===== config.mk =====
export PLATFORM = sky130hd
export DESIGN_NAME = ats_alu
export DESIGN_NICKNAME = d
export VERILOG_FILES = /design/src/rtl/ats_pkg.sv /design/src/rtl/ats_alu.sv
export SDC_FILE = /design/constraint.sdc
export NUM_CORES = 1
export LEC_CHECK = 0
export ABC_AREA = 1
export BUFFER_PORTS_ARGS = -buffer_cell sky130_fd_sc_hd__clkbuf_2
export CAP_MARGIN = 40
export CORE_MARGIN = 2
export CORE_UTILIZATION = 62
export DETAILED_ROUTE_END_ITERATION = 10
export PLACE_DENSITY = 0.86
export SYNTH_ARGS = -nofsm -noshare
export SYNTH_HDL_FRONTEND = slang
export SYNTH_SLANG_ARGS = --single-unit

===== constraint.sdc =====
create_clock -name vclk -period 10.53
set_clock_uncertainty 0.1 [all_clocks]
set_input_delay 2.106 -clock vclk [all_inputs]
set_output_delay 2.106 -clock vclk [all_outputs]
set_load 0.03 [all_outputs]

===== src/rtl/ats_pkg.sv =====
`default_nettype none

package ats_pkg;

    // Field widths
    localparam int WEIGHT_W   = 25;
    localparam int RCOL_W     = 32;
    localparam int RCOIN_W    = 24;
    localparam int PROB_W     = 25;
    localparam int IDX_OUT_W  = 10;
    localparam int S_TDATA_W  = 88;
    localparam int M_TDATA_W  = 16;

    // 1.0 in Q1.24
    localparam logic [PROB_W-1:0] ONE_Q24 = 25'h100_0000;

    // Input selector (tuser)
    localparam logic OP_LOAD   = 1'b0;
    localparam logic OP_SAMPLE = 1'b1;

    // Result kind (tuser)
    localparam logic KIND_BUILD  = 1'b0;
    localparam logic KIND_SAMPLE = 1'b1;

    typedef enum logic [12:0] {
        ST_IDLE    = 13'b0_0000_0000_0001,
        ST_SC_RD   = 13'b0_0000_0000_0010,
        ST_SC_MUL  = 13'b0_0000_0000_0100,
        ST_SC_WR   = 13'b0_0000_0000_1000,
        ST_PR_POP  = 13'b0_0000_0001_0000,
        ST_PR_RD   = 13'b0_0000_0010_0000,
        ST_PR_CALC = 13'b0_0000_0100_0000,
        ST_DR_POP  = 13'b0_0000_1000_0000,
        ST_DR_WR   = 13'b0_0001_0000_0000,
        ST_SM_MUL  = 13'b0_0010_0000_0000,
        ST_SM_RD   = 13'b0_0100_0000_0000,
        ST_SM_CMP  = 13'b0_1000_0000_0000,
        ST_EMIT    = 13'b1_0000_0000_0000
    } t_state;

endpackage

`default_nettype wire


===== src/rtl/ats_alu.sv =====
`default_nettype none

// Shared arithmetic: one multiplier, one pairing add/subtract, one compare to 1.0.
module ats_alu import ats_pkg::*; #(
    parameter int CW = 11,
    parameter int SW = 36
) (
    input  wire logic [RCOL_W-1:0]    i_mul_a,
    input  wire logic [CW-1:0]        i_mul_b,
    output logic      [RCOL_W+CW-1:0] o_prod,
    input  wire logic                 i_pair,
    input  wire logic [SW-1:0]        i_wm,
    input  wire logic [SW-1:0]        i_wl,
    input  wire logic [SW-1:0]        i_pass,
    output logic      [SW-1:0]        o_res,
    output logic                      o_gt_one
);

    logic [SW:0] sum;

    assign o_prod = (RCOL_W+CW)'(i_mul_a) * (RCOL_W+CW)'(i_mul_b);

    // w[more] > 1.0 so the result never wraps and fits back in SW bits
    assign sum      = {1'b0, i_wm} + {1'b0, i_wl} - (SW+1)'(ONE_Q24);
    assign o_res    = i_pair ? sum[SW-1:0] : i_pass;
    assign o_gt_one = (o_res > SW'(ONE_Q24));

endmodule

`default_nettype wire


Word-level counts from Yosys, hierarchy flattened

Index checks and enable logic that the tools add are counted.

Register bits after elaboration: 0
Bits of input ports: 152

Add/sub/neg operators: 2
$mul: 1
Magnitude comparators: 1
Muxes and demuxes: 1

Operator list:

| cell                     | count |
|---|---|
| $mul A32 B11 Y43         | 1 |
| $add A36 B36 Y36         | 1 |
| $gt A36 B25 Y1 const B   | 1 |
| $mux W36                 | 1 |
| $sub A36 B25 Y36 const B | 1 |

Depth between registers and ports, before layout

Depth after elaboration: 4
Depth in mapped cells: 26

Worst setup path before layout

OpenSTA, ideal clock, no wires.

Kind: input-to-output
From: input i_mul_a[7]
To: output o_prod[29]
Data arrival time: 6.866 ns
Slack: 1.458 ns
Cell stages on the path: 21
Buffers on the path: 1
Cell sequence: clkbuf_1 -> nand2_1 -> fa_1 -> inv_1 -> fa_1 -> fa_1 -> fa_1 -> inv_1 -> fa_1 -> inv_1 -> ha_1 -> a21oi_1 -> inv_1 -> nor2_1 -> o21ai_1 -> a21oi_4 -> o21ai_2 -> nand2_1 -> inv_1 -> or2_1 -> xor2_1

Word-level cells in the longest chain between the ends: 1

RTL lines:

| what             | line          | text |
|---|---|---|
| start, declared  | ats_alu.sv:8  | `input wire logic [RCOL_W-1:0] i_mul_a,` |
| $mul A32 B11 Y43 | ats_alu.sv:21 | `assign o_prod = (RCOL_W+CW)'(i_mul_a) * (RCOL_W+CW)'(i_mul_b);` |
| end, declared    | ats_alu.sv:10 | `output logic [RCOL_W+CW-1:0] o_prod,` |

Every way passes these cells.

Worst setup path in the final report

From: input i_mul_b[3]
To: output o_prod[37]

Word-level cells in the longest chain between the ends: 1

RTL lines:

| what             | line          | text |
|---|---|---|
| start, declared  | ats_alu.sv:9  | `input wire logic [CW-1:0] i_mul_b,` |
| $mul A32 B11 Y43 | ats_alu.sv:21 |  |

Every way passes these cells.

==> flow_summary_export.csv <==
group,metric,value,unit
grt,antenna_found_initial,1,
detailed_routing,routed_wl,44.83,mm
timing,max_slew_margin,42.81,%
run_status,status,"completed",
synth,yosys-top-cells-count,"nand2_1, inv_1, fa_1",
floorplanning,rows,58,
setup_path,cp_slowest_cell,"clkbuf_2",
detailed_routing,post_drt_via_cell_ratio,5.264,
grt,grt_pass1_vias,15803,
floorplanning,ioPinCount,232,
timing,finalCritPeriodShare,95.51,%
min_path,hp-start,"i_pass[0]",
min_path,whs_path_depth,4,
grt,overflow,0,
layout,seqCellArea,0,um2
setup_path,crit_path_start,"i_mul_b[3]",
setup_path,startpoint_type,"input pin",
run,drv_cap,0,
layout,nClkBuffers,0,
synth,synth_top_area_share,34.39,%
clocking,cts_hold_buf,0,
timing,finalCriticalPeriod,10060,ps
layout,antennaDiodeCount,0,
min_path,hold_end,"o_res[0]",
setup_path,crit_fanout,32,
setup_path,crit_chain,"clkbuf_2, nand2_1, fa_1, inv_1, fa_1, inv_1, fa_1, inv_1, fa_1, inv_1, fa_1, inv_1, ha_1, nand2_1, nor2_1, nand2_1, nor3_1, nand4_1, o2111ai_1, xor2_1, clkbuf_2",
timing,finalSetupViolCount,0,
detailed_routing,antenna_left,0,
detailed_routing,drc,0,
place,dpl.hpwl,39.64,mm
floorplanning,core,25040,um2
setup_path,worstSetupPathType,"input pin to output pin",
timing,maxSlewViolCount,0,
clocking,cts_resized,0,
min_path,hp-class,"input pin to output pin",
setup_path,endpoint_kind,"output pin",
timing,worstMarginPinSlew,857.8,ps
floorplanning,start_util,62.78,%
place,post_dp_cell_area,17010,um2
timing,finalHoldViolations,0,
clocking,post_cts_buffers,0,
timing,fin_tns_setup,0,ps
layout,nNetsFinal,3149,
layout,drive_gt1_share,12.47,%
place,place_congestion,1.039,
synth,synth_area,15720,um2
grt,grt_pass1_wl,73.73,mm
synth,syn_area_per_cell,6.511,um2
timing,fmax,99.43,MHz
detailed_routing,first_iter_violations,1067,
timing,rsz0062_at_grt,"false",
synth,syn-instance-count,2414,
synth,synth-seq-area-share,0,%
setup_path,crit_buf_inv,7,
layout,fin_area,17010,um2
synth,ys_top_cells_by_area,"fa_1, nand2_1, inv_1",
setup_path,crit_family,"adder cells",
grt,grt_usage,34.39,%
place,port_buffers,232,
setup_path,required,8320,ps
setup_path,cp_slowest_stage_delay,630,ps
synth,yosysWarningCount,0,
layout,numSequentialCells,0,
detailed_routing,via_count,15292,
synth,syn-num-nets,2986,
floorplanning,fp.dieH,163.2,um
setup_path,crit_arrival,7850,ps
synth,synth_largest_area_cell,"fa_1",
synth,synthDistinctLibCells,46,
synth,synth.most_common_cell,"nand2_1",
detailed_routing,wire_per_inst,15.43,um
layout,area_delta_synth_final,8.239,%
grt,grt_max_degree,65,
floorplanning,die-area,26640,um2
floorplanning,die_x,163.2,um
detailed_routing,drtPass1Iterations,7,
stage by stage:
step	cells	util, %	setup slack (ps)	hold WS [ps]
floorplan	2414	-	1458	4276
global placement	2905	67.95	632.4	4471
detailed placement	2905	67.95	524.3	4474
CTS	2905	67.95	531.2	4477
global route	2905	67.95	161.7	4511
finish	2905	67.95	473.1	4480
worst min-delay path, cell delays in order:
cell and delay (ps):
clkbuf_2 80, nand2_1 50, nand2_1 60, clkbuf_2 180
cell usage in the layout, fill, tap and decap left out, types with 25 or more instances in the layout:
cell | Yosys | routed
ha_1 | 150 | 150
xor2_1 | 31 | 31
o21ai_0 | 31 | 31
a21oi_1 | 57 | 57
fa_1 | 270 | 270
nor2_1 | 122 | 122
clkbuf_2 | 0 | 232
nand2_1 | 752 | 752
nand2_2 | 25 | 25
nand3_1 | 78 | 78
inv_1 | 680 | 680
how the worst max path moves through the flow:
stage / end / cells after the start
finish: o_prod[37] / 21
global route: o_prod[37] / 21
CTS: o_prod[37] / 21
detailed placement: o_prod[37] / 21
global placement: o_prod[37] / 21
floorplan: o_prod[29] / 21
layout make-up:
| class | count | area [um2] |
|---|---|---|
| Timing Repair Buffer | 233 | 1169 |
| Tap cell | 330 | 412.9 |
| Fill cell | 2216 | 8024 |
| Multi-Input combinational cell | 1657 | 12860 |
| Inverter | 685 | 2574 |
metal layers:
layer	share of wire, %	track usage, %	vias up
li1	-	-	7286
met1	39	41.20	7133
met2	50	62.22	712
met3	7.0	4.393	159
met4	4.5	14.16	2
met5	0.029	0	-
logic make-up after synthesis:
kind of cell             share of synthesized area [%]
AO/OA/AOI/OAI                                    5.142
XOR/XNOR                                         2.396
adder cells (fa/ha/maj)                          46.33
buffers and inverters                            18.20
AND/OR/NAND/NOR                                  27.93
Power is not shown: default switching activity piles up to over one toggle a cycle in this logic, so the estimate is an artifact.
